===== src/hdl/pclru_pkg.sv =====
`timescale 1ns / 1ps
`default_nettype none

package pclru_pkg;

    // request codes
    localparam logic [1:0] FUNC_READ      = 2'd0;
    localparam logic [1:0] FUNC_WRITE     = 2'd1;
    localparam logic [1:0] FUNC_FLUSH     = 2'd2;
    localparam logic [1:0] FUNC_FLUSH_INV = 2'd3;

    localparam int TAG_W     = 32;
    localparam int OUT_SLOT_W = 4;
    localparam int IDX_EXT_W = 5;

    typedef enum logic [2:0] {
        S_IDLE,
        S_LOOKUP,
        S_APPLY,
        S_WALK,
        S_FLUSH_END
    } t_state;

    typedef struct packed {
        logic load_req;
        logic lookup;
        logic apply;
        logic walk_emit;
        logic walk_step;
        logic flush_end;
    } t_cmd;

    typedef struct packed {
        logic req_flush;
        logic out_free;
        logic walk_dirty;
        logic walk_last;
    } t_sts;

endpackage

`default_nettype wire


===== src/hdl/pclru_ctrl.sv =====
`timescale 1ns / 1ps
`default_nettype none

module pclru_ctrl (
    input  wire logic          i_clk,
    input  wire logic          i_rst_n,
    input  wire logic          i_valid,
    output logic               o_stall,
    input  wire pclru_pkg::t_sts i_sts,
    output pclru_pkg::t_cmd    o_cmd
);

    pclru_pkg::t_state r_state;
    pclru_pkg::t_state n_state;

    always_ff @(posedge i_clk) begin
        if (!i_rst_n) begin
            r_state <= pclru_pkg::S_IDLE;
        end else begin
            r_state <= n_state;
        end
    end

    always_comb begin
        n_state = r_state;
        o_cmd   = '0;
        o_stall = 1'b1;
        case (r_state)
            pclru_pkg::S_IDLE: begin
                o_stall = 1'b0;
                if (i_valid) begin
                    o_cmd.load_req = 1'b1;
                    n_state = i_sts.req_flush ? pclru_pkg::S_WALK : pclru_pkg::S_LOOKUP;
                end
            end
            pclru_pkg::S_LOOKUP: begin
                o_cmd.lookup = 1'b1;
                n_state = pclru_pkg::S_APPLY;
            end
            pclru_pkg::S_APPLY: begin
                if (i_sts.out_free) begin
                    o_cmd.apply = 1'b1;
                    n_state = pclru_pkg::S_IDLE;
                end
            end
            pclru_pkg::S_WALK: begin
                // hold on a dirty line until the output word can be loaded
                if (!i_sts.walk_dirty || i_sts.out_free) begin
                    o_cmd.walk_emit = i_sts.walk_dirty;
                    o_cmd.walk_step = 1'b1;
                    if (i_sts.walk_last) begin
                        n_state = pclru_pkg::S_FLUSH_END;
                    end
                end
            end
            pclru_pkg::S_FLUSH_END: begin
                if (i_sts.out_free) begin
                    o_cmd.flush_end = 1'b1;
                    n_state = pclru_pkg::S_IDLE;
                end
            end
            default: begin
                n_state = pclru_pkg::S_IDLE;
            end
        endcase
    end

endmodule

`default_nettype wire


===== src/hdl/pclru_dp.sv =====
`timescale 1ns / 1ps
`default_nettype none

module pclru_dp #(
    parameter int SLOTS = 16
) (
    input  wire logic                             i_clk,
    input  wire logic                             i_rst_n,
    input  wire pclru_pkg::t_cmd                  i_cmd,
    output pclru_pkg::t_sts                       o_sts,
    input  wire logic [1:0]                       i_func,
    input  wire logic [pclru_pkg::TAG_W-1:0]      i_block_index,
    input  wire logic                             i_cfg_wr_en,
    input  wire logic                             i_cfg_wr_data,
    input  wire logic                             i_stall,
    output logic                                  o_valid,
    output logic                                  o_hit,
    output logic [pclru_pkg::OUT_SLOT_W-1:0]      o_slot,
    output logic                                  o_fetch,
    output logic                                  o_direct_write,
    output logic                                  o_writeback,
    output logic [pclru_pkg::TAG_W-1:0]           o_writeback_block,
    output logic                                  o_last
);

    localparam int SW = $clog2(SLOTS);
    localparam int RW = SW + 1;

    // line state
    logic [SLOTS-1:0]             r_valid;
    logic [SLOTS-1:0]             r_dirty;
    logic [pclru_pkg::TAG_W-1:0]  r_tag  [SLOTS];
    logic [SW-1:0]                r_rank [SLOTS];
    logic                         r_policy;

    // request and lookup results
    logic [1:0]                   r_func;
    logic [pclru_pkg::TAG_W-1:0]  r_blk;
    logic [SW-1:0]                r_walk;
    logic [SW-1:0]                r_sel;
    logic [RW-1:0]                r_old_rank;
    logic                         r_hit;
    logic                         r_wb;
    logic [pclru_pkg::TAG_W-1:0]  r_wb_tag;

    // output word
    logic                         r_out_valid;
    logic                         r_o_hit;
    logic [pclru_pkg::OUT_SLOT_W-1:0] r_o_slot;
    logic                         r_o_fetch;
    logic                         r_o_wt;
    logic                         r_o_wb;
    logic [pclru_pkg::TAG_W-1:0]  r_o_wb_blk;
    logic                         r_o_last;

    logic                         any_hit;
    logic                         any_free;
    logic [SW-1:0]                hit_idx;
    logic [SW-1:0]                free_idx;
    logic [SW-1:0]                vic_idx;
    logic [SW-1:0]                sel_idx;
    logic [RW-1:0]                old_rank;
    logic                         is_write;
    logic [pclru_pkg::IDX_EXT_W-1:0] sel_ext;
    logic [pclru_pkg::IDX_EXT_W-1:0] walk_ext;
    logic                         load_out;

    // parallel tag compare, lowest free slot and LRU line
    always_comb begin
        any_hit  = 1'b0;
        any_free = 1'b0;
        hit_idx  = '0;
        free_idx = '0;
        vic_idx  = '0;
        for (int i = SLOTS - 1; i >= 0; i--) begin
            if (r_valid[i] && (r_tag[i] == r_blk)) begin
                any_hit = 1'b1;
                hit_idx = SW'(i);
            end
            if (!r_valid[i]) begin
                any_free = 1'b1;
                free_idx = SW'(i);
            end
            if (r_rank[i] == SW'(SLOTS - 1)) begin
                vic_idx = SW'(i);
            end
        end
        if (any_hit) begin
            sel_idx  = hit_idx;
            old_rank = {1'b0, r_rank[hit_idx]};
        end else if (any_free) begin
            sel_idx  = free_idx;
            old_rank = RW'(SLOTS);
        end else begin
            sel_idx  = vic_idx;
            old_rank = {1'b0, r_rank[vic_idx]};
        end
    end

    assign is_write = (r_func == pclru_pkg::FUNC_WRITE);
    assign sel_ext  = pclru_pkg::IDX_EXT_W'(r_sel);
    assign walk_ext = pclru_pkg::IDX_EXT_W'(r_walk);
    assign load_out = i_cmd.apply | i_cmd.walk_emit | i_cmd.flush_end;

    assign o_sts.req_flush  = (i_func == pclru_pkg::FUNC_FLUSH) ||
                              (i_func == pclru_pkg::FUNC_FLUSH_INV);
    assign o_sts.out_free   = !r_out_valid || !i_stall;
    assign o_sts.walk_dirty = r_valid[r_walk] & r_dirty[r_walk];
    assign o_sts.walk_last  = (r_walk == SW'(SLOTS - 1));

    // control state
    always_ff @(posedge i_clk) begin
        if (!i_rst_n) begin
            r_valid     <= '0;
            r_dirty     <= '0;
            r_policy    <= 1'b0;
            r_out_valid <= 1'b0;
        end else begin
            if (i_cfg_wr_en) begin
                r_policy <= i_cfg_wr_data;
            end
            if (i_cmd.apply) begin
                r_valid[r_sel] <= 1'b1;
                if (r_hit) begin
                    if (is_write) begin
                        r_dirty[r_sel] <= r_policy;
                    end
                end else begin
                    r_dirty[r_sel] <= is_write & r_policy;
                end
            end
            if (i_cmd.walk_emit) begin
                r_dirty[r_walk] <= 1'b0;
            end
            if (i_cmd.flush_end && (r_func == pclru_pkg::FUNC_FLUSH_INV)) begin
                r_valid <= '0;
                r_dirty <= '0;
            end
            if (load_out) begin
                r_out_valid <= 1'b1;
            end else if (!i_stall) begin
                r_out_valid <= 1'b0;
            end
        end
    end

    // payload state
    always_ff @(posedge i_clk) begin
        if (i_cmd.load_req) begin
            r_func <= i_func;
            r_blk  <= i_block_index;
            r_walk <= '0;
        end else if (i_cmd.walk_step) begin
            r_walk <= r_walk + 1'b1;
        end
        if (i_cmd.lookup) begin
            r_sel      <= sel_idx;
            r_old_rank <= old_rank;
            r_hit      <= any_hit;
            r_wb       <= !any_hit && !any_free && r_dirty[vic_idx];
            r_wb_tag   <= r_tag[vic_idx];
        end
        if (i_cmd.apply) begin
            // age every valid line that was more recent than the touched one
            for (int i = 0; i < SLOTS; i++) begin
                if (r_valid[i] && (SW'(i) != r_sel) && ({1'b0, r_rank[i]} < r_old_rank)) begin
                    r_rank[i] <= r_rank[i] + 1'b1;
                end
            end
            r_rank[r_sel] <= '0;
            r_tag[r_sel]  <= r_blk;
            r_o_hit    <= r_hit;
            r_o_slot   <= sel_ext[pclru_pkg::OUT_SLOT_W-1:0];
            r_o_fetch  <= !r_hit && !is_write;
            r_o_wt     <= is_write && !r_policy;
            r_o_wb     <= r_wb;
            r_o_wb_blk <= r_wb ? r_wb_tag : '0;
            r_o_last   <= 1'b1;
        end else if (i_cmd.walk_emit) begin
            r_o_hit    <= 1'b0;
            r_o_slot   <= walk_ext[pclru_pkg::OUT_SLOT_W-1:0];
            r_o_fetch  <= 1'b0;
            r_o_wt     <= 1'b0;
            r_o_wb     <= 1'b1;
            r_o_wb_blk <= r_tag[r_walk];
            r_o_last   <= 1'b0;
        end else if (i_cmd.flush_end) begin
            r_o_hit    <= 1'b0;
            r_o_slot   <= '0;
            r_o_fetch  <= 1'b0;
            r_o_wt     <= 1'b0;
            r_o_wb     <= 1'b0;
            r_o_wb_blk <= '0;
            r_o_last   <= 1'b1;
        end
    end

    assign o_valid           = r_out_valid;
    assign o_hit             = r_o_hit;
    assign o_slot            = r_o_slot;
    assign o_fetch           = r_o_fetch;
    assign o_direct_write    = r_o_wt;
    assign o_writeback       = r_o_wb;
    assign o_writeback_block = r_o_wb_blk;
    assign o_last            = r_o_last;

endmodule

`default_nettype wire


===== src/hdl/page_cache_lru_controller.sv =====
// Read or write: after accept, tag compare (LOOKUP), then LRU update and result word load (APPLY);
// a stalled output holds APPLY. Flush: accept, then a walk over every slot with one word per dirty line,
// then the final word; a stalled output holds the walk.
// The next word is accepted once the previous request has loaded its last result.
// Synchronous active-low reset clears valid and dirty bits, policy (write-through)
// and the output valid; tags and ranks are written before use.
`timescale 1ns / 1ps
`default_nettype none

module page_cache_lru_controller #(
    parameter int SLOTS = 16
) (
    input  wire logic        i_clk,
    input  wire logic        i_rst_n,
    input  wire logic        i_valid,
    output logic             o_stall,
    input  wire logic [1:0]  i_func,
    input  wire logic [31:0] i_block_index,
    input  wire logic        i_cfg_wr_en,
    input  wire logic        i_cfg_wr_data,
    output logic             o_valid,
    input  wire logic        i_stall,
    output logic             o_hit,
    output logic [3:0]       o_slot,
    output logic             o_fetch,
    output logic             o_direct_write,
    output logic             o_writeback,
    output logic [31:0]      o_writeback_block,
    output logic             o_last
);

    pclru_pkg::t_cmd cmd;
    pclru_pkg::t_sts sts;

    pclru_ctrl u_ctrl (
        .i_clk   (i_clk),
        .i_rst_n (i_rst_n),
        .i_valid (i_valid),
        .o_stall (o_stall),
        .i_sts   (sts),
        .o_cmd   (cmd)
    );

    pclru_dp #(
        .SLOTS (SLOTS)
    ) u_dp (
        .i_clk             (i_clk),
        .i_rst_n           (i_rst_n),
        .i_cmd             (cmd),
        .o_sts             (sts),
        .i_func            (i_func),
        .i_block_index     (i_block_index),
        .i_cfg_wr_en       (i_cfg_wr_en),
        .i_cfg_wr_data     (i_cfg_wr_data),
        .i_stall           (i_stall),
        .o_valid           (o_valid),
        .o_hit             (o_hit),
        .o_slot            (o_slot),
        .o_fetch           (o_fetch),
        .o_direct_write    (o_direct_write),
        .o_writeback       (o_writeback),
        .o_writeback_block (o_writeback_block),
        .o_last            (o_last)
    );

endmodule

`default_nettype wire

===== config.mk =====
export PLATFORM = sky130hd
export DESIGN_NAME = page_cache_lru_controller
export DESIGN_NICKNAME = d
export VERILOG_FILES = /design/src/hdl/pclru_pkg.sv /design/src/hdl/pclru_ctrl.sv /design/src/hdl/pclru_dp.sv /design/src/hdl/page_cache_lru_controller.sv
export SDC_FILE = /design/constraint.sdc
export NUM_CORES = 2
export LEC_CHECK = 0
export BUFFER_PORTS_ARGS = -buffer_cell sky130_fd_sc_hd__clkbuf_2
export CELL_PAD_IN_SITES_DETAIL_PLACEMENT = 2
export CELL_PAD_IN_SITES_GLOBAL_PLACEMENT = 2
export CORE_MARGIN = 2
export CORE_UTILIZATION = 33
export DETAILED_ROUTE_END_ITERATION = 8
export PLACE_DENSITY_LB_ADDON = 0.3
export REMOVE_ABC_BUFFERS = 1
export SLEW_MARGIN = 20
export SYNTH_ARGS = -nofsm -noshare
export SYNTH_HDL_FRONTEND = slang
export SYNTH_HIERARCHICAL = 1
export SYNTH_SLANG_ARGS = --single-unit

===== constraint.sdc =====
create_clock -name i_clk -period 12.95 [get_ports i_clk]
set_input_delay 2.59 -clock i_clk [delete_from_list [all_inputs] [get_ports i_clk]]
set_output_delay 2.59 -clock i_clk [all_outputs]
set_load 0.1 [all_outputs]

### After elaboration in Yosys (flattened, before gate mapping)

Memories as Yosys holds them, arrays and structs flattened. A register that Yosys moved wholly into a read port is not among the register bits.
Cells that the tools add are included.
Widths: inputs -> output; s select.

* $add $sub $neg: 17
* order comparisons: 21
* equal/unequal tests: 61
* multiplexer cells: 186
* bitwise gates (word level): 8
* reductions and logical operators: 73

Operators by type and width (count)
* $eq 32x32->1: 16
* $mux 4: 56
* $mux 32: 4
* $mux 1: 105
* $lt 4x5->1: 16
* $mux 16: 5
* $add 4x1->4 const B: 17
* $eq 4x4->1 const B: 17
* $logic_and 1x1->1: 55
* $bwmux 16: 2
* $ne 4x4->1 const A: 8
* $and 16x16->16: 1
* $ne 3x4->1 const A: 4
* $not 16->16: 1
* $or 16x16->16: 1
* $lt 4x5->1 const B: 3
* $bmux 1 s4: 3
* $mux 3: 4
* $pmux 3 s4: 1
* $demux 1 s4: 2
* $ge 4x1->1 const B: 2
* $logic_not 1->1: 8
* $ne 2x4->1 const A: 2
* $eq 2x2->1 const B: 3
* 19 further kinds: 30

* register bits after elaboration: 127
* bits in writable memories: 576
* output and inout bits: 43
* logic and storage cells: 388
* memories kept: 2

Memories
* u_dp.r_tag: depth 16, bits a word 32, read ports 18, clocked after memory_dff 2, write ports 1, line pclru_dp.sv:32 `logic [pclru_pkg::TAG_W-1:0] r_tag [SLOTS];`
* u_dp.r_rank: depth 16, bits a word 4, read ports 18, clocked after memory_dff 0, write ports 17, line pclru_dp.sv:33 `logic [SW-1:0] r_rank [SLOTS];`

### Depth between registers and ports, before layout

An unclocked memory read counts as a cell.

* depth after elaboration: 22
* depth in mapped cells: 16
* gate-level depth less buffers: 13

### By module

The synthesis kept the hierarchy.

By module, submodules not included
* pclru_dp: times used 1, cells an instance 3934, area an instance 42836.1 um2
* pclru_ctrl: times used 1, cells an instance 27, area an instance 235.2 um2

### Worst setup path after synthesis

OpenSTA, ideal clock, no wires.

* kind: input -> register
* from: input port i_stall
* to: register u_dp.r_dirty[0]
* data arrival time: 6.900 ns
* path slack: 5.954 ns
* cell stages on the path: 8
* path buffers: 2
* path through: nand2_1 and4bb_2 clkbuf_1 or3b_2 clkbuf_1 nor3_1 a22oi_1 a311oi_1

RTL lines
* start: declaration: line page_cache_lru_controller.sv:22 `input wire logic i_stall,`
* end signal: indexed assignment: line pclru_dp.sv:126 `r_dirty[r_sel] <= r_policy;`
* end signal: indexed assignment: line pclru_dp.sv:129 `r_dirty[r_sel] <= is_write & r_policy;`
* end: declaration: line pclru_dp.sv:31 `logic [SLOTS-1:0] r_dirty;`

==> results by group <==
Outcome
  – Outcome: finished clean

STA
  – Layout Skew: 0.03451 ns
  – Tmin final: 5.605 ns
  – Fin Setup TNS: 0 ns
  – Fin crit share: 43.29%
  – Slew Limit Fails: 0
  – Slew HR: 10.33%
  – RSZ-0062 raised after global routing: no
  – Hold Worst Slack: 0.4917 ns
  – Top achievable clock speed: 178.4 MHz
  – PnR worst setup slack: 7.345 ns
  – Measured slew at the worst slew-check pin: 1.335 ns
  – Setup violators final: 0
  – Final-report hold violation count: 0

Routing
  – WL/cell: 38.76 µm
  – Antenna viol nets, final: 0
  – Vias per cell: 6.328
  – 1st-pass router iterations: 5
  – Iteration-0 DRC Markers: 4933
  – Drt total wl: 224.4 mm
  – DRC viols: 0
  – Via count: 36650

Clock tree
  – Worst-Skew Late Latency: 0.72 ns
  – Max Root-Sink Buffers: 3
  – TritonCTS clock tree: yes
  – H-Tree Depth: 3
  – Root Driver: clkbuf_16
  – TritonCTS sink count: 739
  – CTS buffer count: 92
  – Setup Fix Bufs, Post-CTS: 0
  – Post-cts sizing count: 0
  – Clock-pin transition on the worst setup and hold timing paths: 0.06 ns
  – CTS Hold Bufs: 0

Place
  – Gpl congestion: 1.077
  – DP Worst Slack: 6.771 ns
  – Port Buf Inserts: 82
  – Placed Area: 45430 µm²
  – Placed Cells: 5618
  – HPWL Detailed: 162.7 mm

Final layout
  – Most common cell after layout, fill and taps aside: nand2_1
  – Final core occ: 37.43%
  – Finished Layout Cells: 5791
  – Fillers: 13790
  – Layout Nets: 4078
  – Final instance area: 48460 µm²
  – Ratio of cells with drive above 1 in the final layout: 13.20%
  – P&R area growth vs syn: 12.51%
  – Commonest cells after routing, fill and taps aside: nand2_1 (745), edfxtp_1 (629), xor2_1 (314)

Logic synthesis
  – Yosys reg bits: 739
  – Warnings, synthesis: 6
  – Post-synthesis cell count: 3961
  – Post-Synth XOR/XNOR Area: 11.43%
  – Sequential-to-total area share from yosys stat: 48.97%
  – Compound-Gate Fraction of Synth Area: 6.394%
  – Mux share of post-synthesis cell area: 9.185%
  – Post-synth cell types: 81
  – Synth async-reset ratio: 0%
  – Largest family of logic cells by synthesized area: simple AND/OR/NAND/NOR gates
  – Post-Synth Adder-Cell Area: 1.975%
  – Post-synth EDFFs: 629
  – Syn avg cell area: 10.87 µm²
  – Synth Flop Type: edfxtp_1
  – Synthesized cell area: 43070 µm²
  – Synth Area in Simple Gates: 18.94%

Setup path
  – Worst R2R Start: u_dp/r_rank[5][1]$_SDFFE_PP0P_
  – Startpoint types: primary input
  – Worst Setup SP: i_stall
  – WP data required: 13.56 ns
  – Crit-path max FO: 34
  – WS Path Type: in2reg
  – Data arrival time of the worst path: 6.21 ns
  – Worst Setup End Kind: flop

Global routing
  – Met3 Use GR: 7.259%
  – GR Overflow Total: 0
  – Antenna violations before repair: 10
  – Vias in the first global route: 36120
  – GRT Total Usage: 33.24%
  – Largest net degree at the start of global routing: 76
  – First-pass GRT wire length: 307.0 mm
  – GRT met1 Usage: 45.67%
  – Grt met2 use: 50.42%
  – Most crowded layer after global routing: met2

Floorplanning
  – Row Count: 132
  – Initial core utilization: 33.26%
  – Die area: 133400 µm²
  – IO Count: 83
  – Die H: 365.3 µm
  – Die Wd: 365.3 µm
  – CORE AREA: 129500 µm²

Pwr
  – Max rail drop VDD: 96.42 µV
  – Final Power: 6.242 mW
  – PwrDens: 128.8 nW/µm²
  – Sw power: 1.817 mW
  – Pleak: 16.37 nW
  – Internal power: 4.424 mW
  – Switching share of total power: 29.12%
  – Comb pwr share: 13.9%
  – Clock share of power: 42.7%
  – Sequential share of power: 43.4%

Hold path
  – Min-Delay Startpoint: u_dp/r_valid[14]$_SDFFE_PP0P_
  – Hold/Removal Path Class: reg2reg

Job
  – MaxCap Viol Count: 0
## layout make-up
cell class | count | area, µm² | area share [%]
sequential | 739 | 21100 | 43.54
multi-input combinational | 2905 | 20830 | 42.98
clock buffer | 122 | 2529 | 5.218
tap | 1742 | 2180 | 4.498
timing repair buffer | 175 | 1109 | 2.288
clock inverter | 46 | 488.0 | 1.007
inverter | 57 | 214.0 | 0.4415
antenna | 5 | 12.51 | 0.02582
## sequential cells by signal, indices dropped and copies added (netlist names), 2 cells and up, named ones only
register                flops
u_dp/r_func                 2
u_dp/r_tag                512
u_dp/r_rank                64
u_dp/r_wb_tag              32
u_dp/r_sel                  4
u_dp/o_slot                 4
u_dp/r_blk                 32
u_dp/r_old_rank             5
u_dp/o_writeback_block     32
u_dp/r_valid               16
u_ctrl/r_state              3
u_dp/r_dirty               16
u_dp/r_walk                 4
## metal layers
layer	part of all wire (%)	vias to the layer above
met5	0.016	-
met4	5.0	6
met1	41	19500
met2	44	2027
li1	-	14710
met3	9.6	404
## cells by family (layout without fill, tap and decap cells)
family,count (synthesis),count (layout)
compound gates,385,385
mux,188,188
buf+inv,317,400
simple gates,1702,1702
flops,739,739
fa+ha+maj,68,68
xor+xnor,562,562
other cells,0,5
## worst max-delay path, stage by stage
cell and delay (ns):
clkbuf_2 0.08, nand2_1 0.15, and4bb_2 0.75, nand3_1 0.53, nor2_4 0.80, buf_4 0.65
nand2_1 0.15, mux2i_1 0.15, a311oi_1 0.24
## cells in the mapped netlist, types with 55 or more instances
master,count,area (µm²)
nand2_1,746,2800
edfxtp_1,629,18890
xor2_1,314,2750
nand3_1,312,1562
xnor2_1,248,2172
mux4_2,165,3716
clkbuf_1,156,585.6
nor2_1,143,536.8
nand4_1,131,819.5
nor4_1,123,769.5
dfxtp_1,110,2202
a311oi_1,89,779.5
ha_1,68,850.8
o21ai_0,64,320.3
and3_1,61,381.6
a21oi_1,56,280.3
inv_1,55,206.5
## power by group through the flow
stage	Clock (mW)	Sequential, mW	Combinational, mW
2_1_floorplan	0	2.89	0.330
3_3_place_gp	0	2.76	0.826
3_5_place_dp	0	2.76	0.837
4_1_cts	2.71	2.71	0.841
5_1_grt	2.78	2.72	0.876
6_report	2.67	2.71	0.865
## final timing paths
kind	end	slack (ns)	cells after the start
setup / recovery	u_dp/r_dirty[15]$_SDFF_PP0_	7.34	9
hold / removal	u_dp/r_valid[14]$_SDFFE_PP0P_	0.49	2
setup reg to reg	u_dp/r_wb_tag[20]$_DFFE_PP_	7.43	14
hold reg to reg	u_dp/r_valid[14]$_SDFFE_PP0P_	0.49	2
(Power assumes the default switching activity.)
